<file path="config.mk">
export PLATFORM = sky130hd
export DESIGN_NAME = event_ring_queue_dispatcher
export DESIGN_NICKNAME = d
export VERILOG_FILES = /design/src/hw/rtl/erqd_pkg.sv /design/src/hw/rtl/event_ring_queue_dispatcher.sv /design/src/hw/rtl/erqd_ram.sv
export SDC_FILE = /design/constraint.sdc
export NUM_CORES = 1
export LEC_CHECK = 0
export ABC_AREA = 0
export BUFFER_PORTS_ARGS = -buffer_cell sky130_fd_sc_hd__buf_2
export CAP_MARGIN = 5
export CORE_MARGIN = 1.5
export CORE_UTILIZATION = 55
export DETAILED_ROUTE_END_ITERATION = 8
export GPL_TIMING_DRIVEN = 0
export PLACE_DENSITY_LB_ADDON = 0.25
export SYNTH_ARGS = -nofsm -noshare
export SYNTH_HDL_FRONTEND = slang
export SYNTH_SLANG_ARGS = --single-unit
</file>
<file path="constraint.sdc">
create_clock -name clk -period 7.1 [get_ports clk]
set_clock_uncertainty 0.1 [all_clocks]
set_input_delay 0.71 -clock clk [delete_from_list [all_inputs] [get_ports clk]]
set_output_delay 0.71 -clock clk [all_outputs]
set_load 0.02 [all_outputs]
</file>
<file path="src/hw/rtl/erqd_pkg.sv">
// shared types and constants of the event ring queue dispatcher
package erqd_pkg;

	// field widths of one queued record
	localparam int CODE_W  = 8;
	localparam int CTX_W   = 32;
	localparam int COUNT_W = 16;
	localparam int MASK_W  = 16;
	localparam int SLOT_W  = CODE_W + CTX_W;

	// item kinds
	localparam logic KIND_RAISE    = 1'b0;
	localparam logic KIND_DISPATCH = 1'b1;

	// route codes of a dispatched record
	localparam logic [1:0] ROUTE_HANDLER    = 2'd0;
	localparam logic [1:0] ROUTE_RANGE      = 2'd1;
	localparam logic [1:0] ROUTE_NO_HANDLER = 2'd2;

	// input beat
	typedef struct packed {
		logic               kind;
		logic [CODE_W-1:0]  event_code;
		logic [CTX_W-1:0]   event_context;
		logic [COUNT_W-1:0] dispatch_count;
	} item_t;

	// result beat
	typedef struct packed {
		logic              result_kind;
		logic              accepted;
		logic [CODE_W-1:0] out_code;
		logic [CTX_W-1:0]  out_context;
		logic [1:0]        route;
		logic              last;
	} result_t;

	// dispatch sequencer states
	typedef enum logic {
		ST_IDLE,
		ST_DISP
	} state_t;

endpackage

</file>
<file path="src/hw/rtl/event_ring_queue_dispatcher.sv">
// top level: event ring queue with route classification of popped records
//
// Events are held in a ring of QUEUE_DEPTH slots (a power of two) in one
// synchronous ram; one slot stays empty, so QUEUE_DEPTH-1 records fit. A raise
// is taken in any cycle in which busy is low and its status beat appears on the
// result ports in the next cycle; raises can follow each other every cycle. A
// dispatch keeps busy high until its last slot read has left the ram, and
// delivers one record per cycle, oldest first, through the registered ram read
// and the output register; the next item can be taken in the cycle of the final
// record. The pace is set by the single read port of the slot ram. A dispatch
// with count zero or an empty queue gives no beat. Each result beat is shown
// for exactly one cycle with strobe high; the receiver must take it then, as it
// cannot stall. The handler mask is written through cfg_we and cfg_wdata; the
// user must write it only while the block is idle; the block does not enforce it.
// The slot ram has no clearing pass; only written slots are ever read.
module event_ring_queue_dispatcher
	import erqd_pkg::*;
#(
	parameter int QUEUE_DEPTH     = 32,
	parameter int NUM_EVENT_KINDS = 16
) (
	input  logic              clk,
	input  logic              arst_n,
	input  logic              start,
	output logic              busy,
	input  item_t             item,
	input  logic              cfg_we,
	input  logic [MASK_W-1:0] cfg_wdata,
	output logic              strobe,
	output result_t           result
);

	localparam int PTR_W = $clog2(QUEUE_DEPTH);
	localparam logic [CODE_W:0] NUM_KINDS = (CODE_W + 1)'(NUM_EVENT_KINDS);

	state_t             state_q, state_d;
	logic [PTR_W-1:0]   rd_ptr_q, wr_ptr_q;
	logic [PTR_W-1:0]   rd_next, wr_next;
	logic [COUNT_W-1:0] remain_q, remain_d;
	logic [MASK_W-1:0]  mask_q;
	logic               rd_valid_s1, last_s1;
	logic               accept, is_raise, full, empty;
	logic               issue, issue_last;
	logic               ram_we;
	logic [SLOT_W-1:0]  ram_wdata, ram_rdata;
	logic [CODE_W-1:0]  rd_code;
	logic [CTX_W-1:0]   rd_ctx;
	logic [1:0]         rd_route;
	logic               strobe_q;
	result_t            result_q;

	// handshake and ring status
	assign busy     = (state_q == ST_DISP) || rd_valid_s1;
	assign accept   = start && !busy;
	assign is_raise = item.kind == KIND_RAISE;
	assign wr_next  = wr_ptr_q + 1'b1;
	assign rd_next  = rd_ptr_q + 1'b1;
	assign full     = wr_next == rd_ptr_q;
	assign empty    = rd_ptr_q == wr_ptr_q;

	// slot write on an accepted raise
	assign ram_we    = accept && is_raise && !full;
	assign ram_wdata = {item.event_code, item.event_context};

	erqd_ram #(
		.WIDTH(SLOT_W),
		.DEPTH(QUEUE_DEPTH)
	) u_slots (
		.clk  (clk),
		.we   (ram_we),
		.waddr(wr_ptr_q),
		.wdata(ram_wdata),
		.re   (issue),
		.raddr(rd_ptr_q),
		.rdata(ram_rdata)
	);

	// dispatch sequencer: one slot read per cycle until count spent or ring empty
	always_comb begin
		state_d    = state_q;
		issue      = 1'b0;
		issue_last = 1'b0;
		remain_d   = remain_q;
		case (state_q)
			ST_IDLE: begin
				if (accept && !is_raise && (item.dispatch_count != '0) && !empty) begin
					issue      = 1'b1;
					issue_last = (item.dispatch_count == COUNT_W'(1)) || (rd_next == wr_ptr_q);
					remain_d   = item.dispatch_count - 1'b1;
					state_d    = issue_last ? ST_IDLE : ST_DISP;
				end
			end
			ST_DISP: begin
				issue      = 1'b1;
				issue_last = (remain_q == COUNT_W'(1)) || (rd_next == wr_ptr_q);
				remain_d   = remain_q - 1'b1;
				state_d    = issue_last ? ST_IDLE : ST_DISP;
			end
			default: begin
				state_d = ST_IDLE;
			end
		endcase
	end

	// control registers
	always_ff @(posedge clk or negedge arst_n) begin
		if (!arst_n) begin
			state_q     <= ST_IDLE;
			rd_ptr_q    <= '0;
			wr_ptr_q    <= '0;
			remain_q    <= '0;
			mask_q      <= '0;
			rd_valid_s1 <= 1'b0;
			last_s1     <= 1'b0;
			strobe_q    <= 1'b0;
		end else begin
			state_q     <= state_d;
			remain_q    <= remain_d;
			rd_valid_s1 <= issue;
			last_s1     <= issue_last;
			strobe_q    <= (accept && is_raise) || rd_valid_s1;
			if (issue) begin
				rd_ptr_q <= rd_next;
			end
			if (ram_we) begin
				wr_ptr_q <= wr_next;
			end
			if (cfg_we) begin
				mask_q <= cfg_wdata;
			end
		end
	end

	// route of the record coming out of the ram
	assign rd_code = ram_rdata[SLOT_W-1:CTX_W];
	assign rd_ctx  = ram_rdata[CTX_W-1:0];

	always_comb begin
		if ({1'b0, rd_code} >= NUM_KINDS) begin
			rd_route = ROUTE_RANGE;
		end else if ((rd_code[CODE_W-1:4] == '0) && mask_q[rd_code[3:0]]) begin
			rd_route = ROUTE_HANDLER;
		end else begin
			rd_route = ROUTE_NO_HANDLER;
		end
	end

	// output register: raise status or popped record
	always_ff @(posedge clk) begin
		if (rd_valid_s1) begin
			result_q.result_kind <= KIND_DISPATCH;
			result_q.accepted    <= 1'b0;
			result_q.out_code    <= rd_code;
			result_q.out_context <= rd_ctx;
			result_q.route       <= rd_route;
			result_q.last        <= last_s1;
		end else if (accept && is_raise) begin
			result_q.result_kind <= KIND_RAISE;
			result_q.accepted    <= !full;
			result_q.out_code    <= '0;
			result_q.out_context <= '0;
			result_q.route       <= ROUTE_HANDLER;
			result_q.last        <= 1'b1;
		end
	end

	assign strobe = strobe_q;
	assign result = result_q;

endmodule

</file>
<file path="src/hw/rtl/erqd_ram.sv">
// generic single-write, single-read ram with registered read data
module erqd_ram #(
	parameter int WIDTH = 40,
	parameter int DEPTH = 32
) (
	input  logic                     clk,
	input  logic                     we,
	input  logic [$clog2(DEPTH)-1:0] waddr,
	input  logic [WIDTH-1:0]         wdata,
	input  logic                     re,
	input  logic [$clog2(DEPTH)-1:0] raddr,
	output logic [WIDTH-1:0]         rdata
);

	logic [WIDTH-1:0] mem_q [DEPTH];

	// write port
	always_ff @(posedge clk) begin
		if (we) begin
			mem_q[waddr] <= wdata;
		end
	end

	// registered read port
	always_ff @(posedge clk) begin
		if (re) begin
			rdata <= mem_q[raddr];
		end
	end

endmodule

</file>
==> results of run 1 <==
[path summary, 6_finish.rpt]
kind	start	to	slack [ns]	depth (start not counted)
min in group clk	cfg_wdata[9]	mask_q[9]$_DFFE_PN0P_	0.11	2
hold reg to reg	result[44]$_SDFFE_PP1P_	result[44]$_SDFFE_PP1P_	0.37	2
setup / recovery	rd_ptr_q[3]$_DFFE_PN0P_	u_slots.mem_q[16][21]$_DFFE_PP_	2.84	9
hold / removal	arst_n	mask_q[0]$_DFFE_PN0P_	0.07	1
setup reg to reg	rd_ptr_q[3]$_DFFE_PN0P_	u_slots.mem_q[16][21]$_DFFE_PP_	2.84	9
max in group asynchronous	arst_n	remain_q[15]$_DFFE_PN0P_	6.17	1
[cell type report]
cell class,count,area share
Sequential cell,1411,0.681
Multi-Input combinational cell,863,0.187
Clock buffer,163,0.0584
Tap cell,1276,0.0258
Timing Repair Buffer,170,0.0246
Clock inverter,88,0.0133
Buffer,130,0.00891
Inverter,10,0.000648
[worst reg2reg max path: cells and delay by family, from the launching register on]
kind / cells / cell delay, ns
simple gates: 2 / 1.49
xor+xnor: 2 / 0.64
compound gates: 2 / 0.40
buf+inv: 3 / 0.91
flops: 1 / 0.37
[synth_stat cells, types with 21 or more instances]
cell type,n
mux2i_1,80
nand2_1,30
dfrtp_1,46
a22o_1,40
buf_2,43
clkbuf_1,65
buf_1,21
a31oi_1,41
and2_1,41
edfxtp_1,1363
a22oi_1,83
nor2_1,51
mux4_2,325
[placed cells by master (no fill, tap or decap), drive strengths merged, types with 4 or more instances in the layout]
cell type	count
o22ai	7
or3	6
nand2b	6
mux4	325
edfxtp	1363
nor3	11
xor2	15
dfrtp	46
nor4	6
nor2b	7
nand3b	4
nor2	51
mux2	16
a21oi	7
xnor2	17
a22o	40
clkinv	64
o21ai	9
a31oi	41
bufinv	11
a22oi	83
inv	21
clkbuf	228
ha	10
buf	235
nand2	31
and2	42
mux2i	80
or4	4
nand3	8
[layer usage]
layer | vias to the layer above | part of all wire | GRT usage
li1 | 10900 | - | -
met1 | 14200 | 0.40 | 0.375
met2 | 1530 | 0.48 | 0.413
met3 | 240 | 0.089 | 0.0487
met4 | 0 | 0.028 | 0.0846
met5 | - | 0 | 0
[flip-flops by register name, indices dropped and copies added (netlist names)]
| name | flops |
|---|---|
| state_q | 1 |
| rd_valid_s1 | 1 |
| mask_q | 16 |
| remain_q | 16 |
| strobe | 1 |
| last_s1 | 1 |
| u_slots.rdata | 40 |
| result | 45 |
| wr_ptr_q | 5 |
| rd_ptr_q | 5 |
| u_slots.mem_q | 1280 |
[power groups by stage]
| stage | registers [mW] | clock network, mW | logic [mW] |
|---|---|---|---|
| after global placement | 10.1 | 0 | 6.49 |
| after CTS | 9.91 | 7.22 | 6.75 |
| after floorplan | 10.2 | 0 | 4.21 |
| final | 9.91 | 7.16 | 6.71 |
| after detailed placement | 10.1 | 0 | 6.68 |
| after global routing | 9.95 | 7.56 | 7.07 |
[through the flow]
step / power (mW) / instance area, sq um / worst slack (ns)
3_5_place_dp: 16.8 / 57400 / 2.98
5_1_grt: 24.6 / 61800 / 2.69
6_report: 23.8 / 61800 / 2.84
2_1_floorplan: 14.4 / 54000 / 1.78
4_1_cts: 23.9 / 61800 / 2.94
3_3_place_gp: 16.6 / 56200 / -1.79
[cells by family (layout without fill, tap and decap cells)]
family | after synthesis | in the layout | synth area share
AND/OR/NAND/NOR | 189 | 189 | 0.0190
multiplexers | 421 | 421 | 0.154
adder cells (fa/ha/maj) | 10 | 10 | 0.00232
XOR/XNOR | 32 | 32 | 0.00519
AO/OA/AOI/OAI | 211 | 211 | 0.0290
flip-flops | 1411 | 1411 | 0.780
buffers and inverters | 140 | 561 | 0.0109
==> reports/results.txt, run 1 <==
asr flop ratio synth -> 0.0326
clock sink total -> 1411
Slowest Stage Delay on Critical Path -> 0.98 ns
Ports -> 124
#FFs+latches synth -> 1411
NetSw -> 7.25 mW
Fillers -> 6308
CTS max path bufs -> 3
maximum VDD drop -> 0.000259 V
initial antenna violation count -> 3
H-tree depth -> 4
power share of the clock group -> 0.301
Worst-Skew Late Latency -> 0.75 ns
EDFF count, synth -> 1363
fin nets -> 2812
Via density -> 6.53
Max-slew headroom -> 0.281
DRC -> 0
Area Overhead vs Synth -> 14.4%
final hold viol count -> 0
synthesized area -> 54000 sq um
drt initial violations -> 3401
part of the power in registers -> 0.417
Synth top area share -> 0.758
P per Cell Area -> 385 nW/um^2
Vias -> 26.8k
Max stage delay cell, worst path -> nor2_4
Syn Nets -> 2501
Crit path buffers/inverters -> 3
core area -> 97000 sq um
layout cells sized above 1 -> 0.283
Synth Flop Type -> edfxtp_1
kind of critical path -> reg -> reg
DR pass1 iterations -> 5
final-report max-slew violation count -> 0
status -> complete, no violations
# resized after CTS -> 0
min cycle time layout -> 4.26 ns
crit path DAT -> 4.58 ns
Max Cap Viol -> 0
period utilisation layout -> 0.600
Final ANT Viol Nets -> 0
fin util -> 0.637
Rows -> 114
GR Util All Layers -> 0.261
largest net degree at the start of global routing -> 51
port bufs -> 122
CP delay by family, top -> simple AND/OR/NAND/NOR gates
Worst EP required -> 7.42 ns
Max Fclk -> 235 MHz
worst hold slack -> 0.0710 ns
post-CTS setup buffer count -> 0
multi-input logic area -> 11500 sq um
Syn. warnings -> 0
root buffer cell -> clkbuf_16
CTS tree -> built
CP startpoint kind -> register
die height -> 316 microns
Logic pwr share -> 0.282
setup_tns -> 0 ns
Syn Area/Cell -> 22.4 sq um
Int Power -> 16.5 mW
final setup vio count -> 0
Tightest Pin Transition -> 1.08 ns
Yosys cell types -> 64
grt total ovfl -> 0
FF+latch area -> 42100 sq um
Lkg Pwr -> 19.8 nW
top post-synthesis cells by area -> edfxtp_1 76%, mux4_2 14%, dfrtp_1 2.1%
Placer Congestion -> 0.826
wire per inst -> 31.0 microns
kind of end point of the critical path -> register
total CTS buffers -> 139
Worst Hold Class -> in -> async
placed cell count -> 3860
Initial Util -> 0.557
total die area -> 100000 sq um
Final HPWL DP -> 78600 microns
sw frac -> 0.305
area leader, netlist -> edfxtp_1
sequential share of the synthesized area -> 0.780
final wirelength -> 128000 microns
first-pass GRT wire length -> 185000 microns
Mapped Cells -> 2414
Clock transition at path regs -> 0.06 ns
# diodes -> 0
critical-path cell list -> clkbuf_1, xnor2_1, xor2_1, a2111oi_0, a211oi_1, buf_2, nand2_1, nor2_4, buf_12
RSZ-0062 raised after global routing -> no
vias in the first global route -> 27.4k
die width -> 316 microns
hold_buf cts -> 0
crit-path max FO -> 21
fin cells -> 4111
No activity file was read; power rests on OpenSTA's default activity.
==> run 2, diff against run 1 <==
==> constraint.sdc (replaced) <==
create_clock -name clk -period 3.91 [get_ports clk]
set_clock_uncertainty 0.1 [all_clocks]
set_input_delay 0.391 -clock clk [delete_from_list [all_inputs] [get_ports clk]]
set_output_delay 0.391 -clock clk [all_outputs]
set_load 0.02 [all_outputs]
==> reports/results.txt, run 2 (synthesized netlist as in run 1, its figures left out) <==
Cell Area, Placed -> 57600 sq um
CTS tree -> built
final hold viol count -> 0
highest metal used -> met4
fin nets -> 2857
total die area -> 100000 sq um
Placer Congestion -> 0.848
CTS max path bufs -> 3
port bufs -> 122
commonest non-fill, non-tap cell in the layout -> edfxtp_1
Initial Util -> 0.557
Max stage delay cell, worst path -> nor2_4
kind of critical path -> reg -> reg
r2r startpoint -> wr_ptr_q[1]$_DFFE_PN0P_
final wirelength -> 131000 microns
final-report max-slew violation count -> 0
kind of end point of the critical path -> register
Ports -> 124
die height -> 316 microns
Reg with most FFs -> u_slots.mem_q
M1 wire length -> 50700 microns
CP startpoint -> wr_ptr_q[1]$_DFFE_PN0P_
P per Cell Area -> 691 nW/um^2
period utilisation layout -> 1.04
grt total ovfl -> 0
final instance area -> 62300 sq um
status -> finished, violations left
critical path depth -> 9
crit-path max FO -> 21
Final ANT Viol Nets -> 0
Max Cap Viol -> 0
# diodes -> 0
fin util -> 0.642
first-pass GRT wire length -> 185000 microns
crit path DAT -> 4.38 ns
Lkg Pwr -> 19.9 nW
vias in the first global route -> 27.1k
Fillers -> 6281
Worst setup endpoint -> u_slots.mem_q[21][23]$_DFFE_PP_
H-tree depth -> 4
DR pass1 iterations -> 8
drt initial violations -> 3876
largest net degree at the start of global routing -> 51
Clock transition at path regs -> 0.06 ns
Register-to-Register Path Depth -> 9
maximum VDD drop -> 0.000619 V
total CTS buffers -> 140
initial antenna violation count -> 2
critical-path cell list -> ha_1, nor3b_1, o21ai_0, o311ai_0, a211oi_1, buf_2, nand2_2, nor2_4, buf_12
Final WS setup -> -0.153 ns
Worst Hold Class -> in -> reg
final setup vio count -> 182
reg2reg setup slack -> -0.15 ns
Final HPWL DP -> 78900 microns
DRC -> 0
Vias -> 27.1k
Max Fclk -> 246 MHz
max reg flops -> 1280
root buffer cell -> clkbuf_16
CP startpoint kind -> register
min cycle time layout -> 4.06 ns
layout cells sized above 1 -> 0.284
RSZ-0062 raised after global routing -> yes
commonest cells after routing, fill and taps aside -> 1363 x edfxtp_1, 325 x mux4_2, 165 x buf_2
Slowest Stage Delay on Critical Path -> 0.85 ns
failing checks -> negative setup slack
Worst-Skew Late Latency -> 0.76 ns
GR Util All Layers -> 0.261
r2r endpoint -> u_slots.mem_q[21][23]$_DFFE_PP_
metal2 WL -> 62700 microns
core area -> 97000 sq um
Tightest Pin Transition -> 1.18 ns
Via density -> 6.55
Area Overhead vs Synth -> 15.3%
Worst EP required -> 4.23 ns
CP delay by family, top -> simple AND/OR/NAND/NOR gates
Crit path buffers/inverters -> 2
met3 wire len -> 12700 microns
die width -> 316 microns
Max-slew headroom -> 0.217
clock sink total -> 1411
wire per inst -> 31.7 microns
Rows -> 114
==> run 2: cell types whose count changed in the layout (fill, tap and decap cells not counted), moves of 4 or more <==
cell / previous run / this run
clkinvlp_4: 2 / 6
buf_6: 10 / 1
buf_4: 0 / 9
buf_16: 4 / 13
dlygate4sd3_1: 0 / 25
clkbuf_16: 141 / 145
clkinv_1: 29 / 23
clkinv_4: 5 / 1
==> run 2: per-stage QoR <==
stage / power, mW / setup TNS [ns] / hold slack [ns] / setup WS, ns / std cells
CTS: 43.1 / -0.588 / 0.00240 / -0.0414 / 4127
global route: 44.4 / -34.48 / 0.0554 / -0.229 / 4141
detailed placement: 30.5 / -49.09 / 0.348 / -0.298 / 3863
floorplan: 26.2 / -131.41 / -0.00459 / -0.116 / 2414
finish: 43.0 / -13.05 / 0.0383 / -0.153 / 4141
global placement: 30.0 / -3179.59 / 0.355 / -2.65 / 3812
==> run 2: metal layers <==
metal	track usage	vias up
met2	0.408	1603
met1	0.371	14300
met5	0	-
met3	0.0521	303
li1	-	10900
met4	0.0991	0
==> run 2: layout make-up <==
type                            count  area, sq um  share of cell area
Sequential cell                  1411        42100               0.676
Inverter                           10         40.0            0.000643
Clock buffer                      168         3710              0.0596
Tap cell                         1276         1600              0.0256
Timing Repair Buffer              210         2090              0.0336
Clock inverter                     69          577             0.00926
Multi-Input combinational cell    867        11600               0.186
Buffer                            130          549             0.00882
==> run 2: where the power goes <==
part / leakage [nW] / internal (mW) / switching [mW] / total (mW)
combinational: 4.94 / 5.00 / 7.31 / 12.3
clock: 2.10 / 7.27 / 5.47 / 12.7
sequential: 12.9 / 17.7 / 0.327 / 18.0
total: 19.9 / 29.9 / 13.1 / 43.0
==> run 2: how the worst min path moves through the flow <==
stage                                  from                       to  slack [ns]  cells past startpoint
global placement    result[44]$_SDFFE_PP1P_  result[44]$_SDFFE_PP1P_        0.35                      2
CTS                                 item[2]  remain_q[2]$_DFFE_PN0P_       0.002                      4
floorplan                            arst_n        last_s1$_DFF_PN0_      -0.005                      0
finish                               cfg_we   mask_q[12]$_DFFE_PN0P_        0.04                      2
global route                        item[2]  remain_q[2]$_DFFE_PN0P_        0.06                      4
detailed placement  result[43]$_SDFFE_PP0P_  result[43]$_SDFFE_PP0P_        0.35                      2
==> run 2: timing repair <==
item	in CTS	in global routing
hold endpoints to repair	105	0
setup endpoints to repair	380	360
pin swaps	9	9
hold buffers	25	0
resized for setup	3	2
buffers inserted	2	10
cloned	0	4
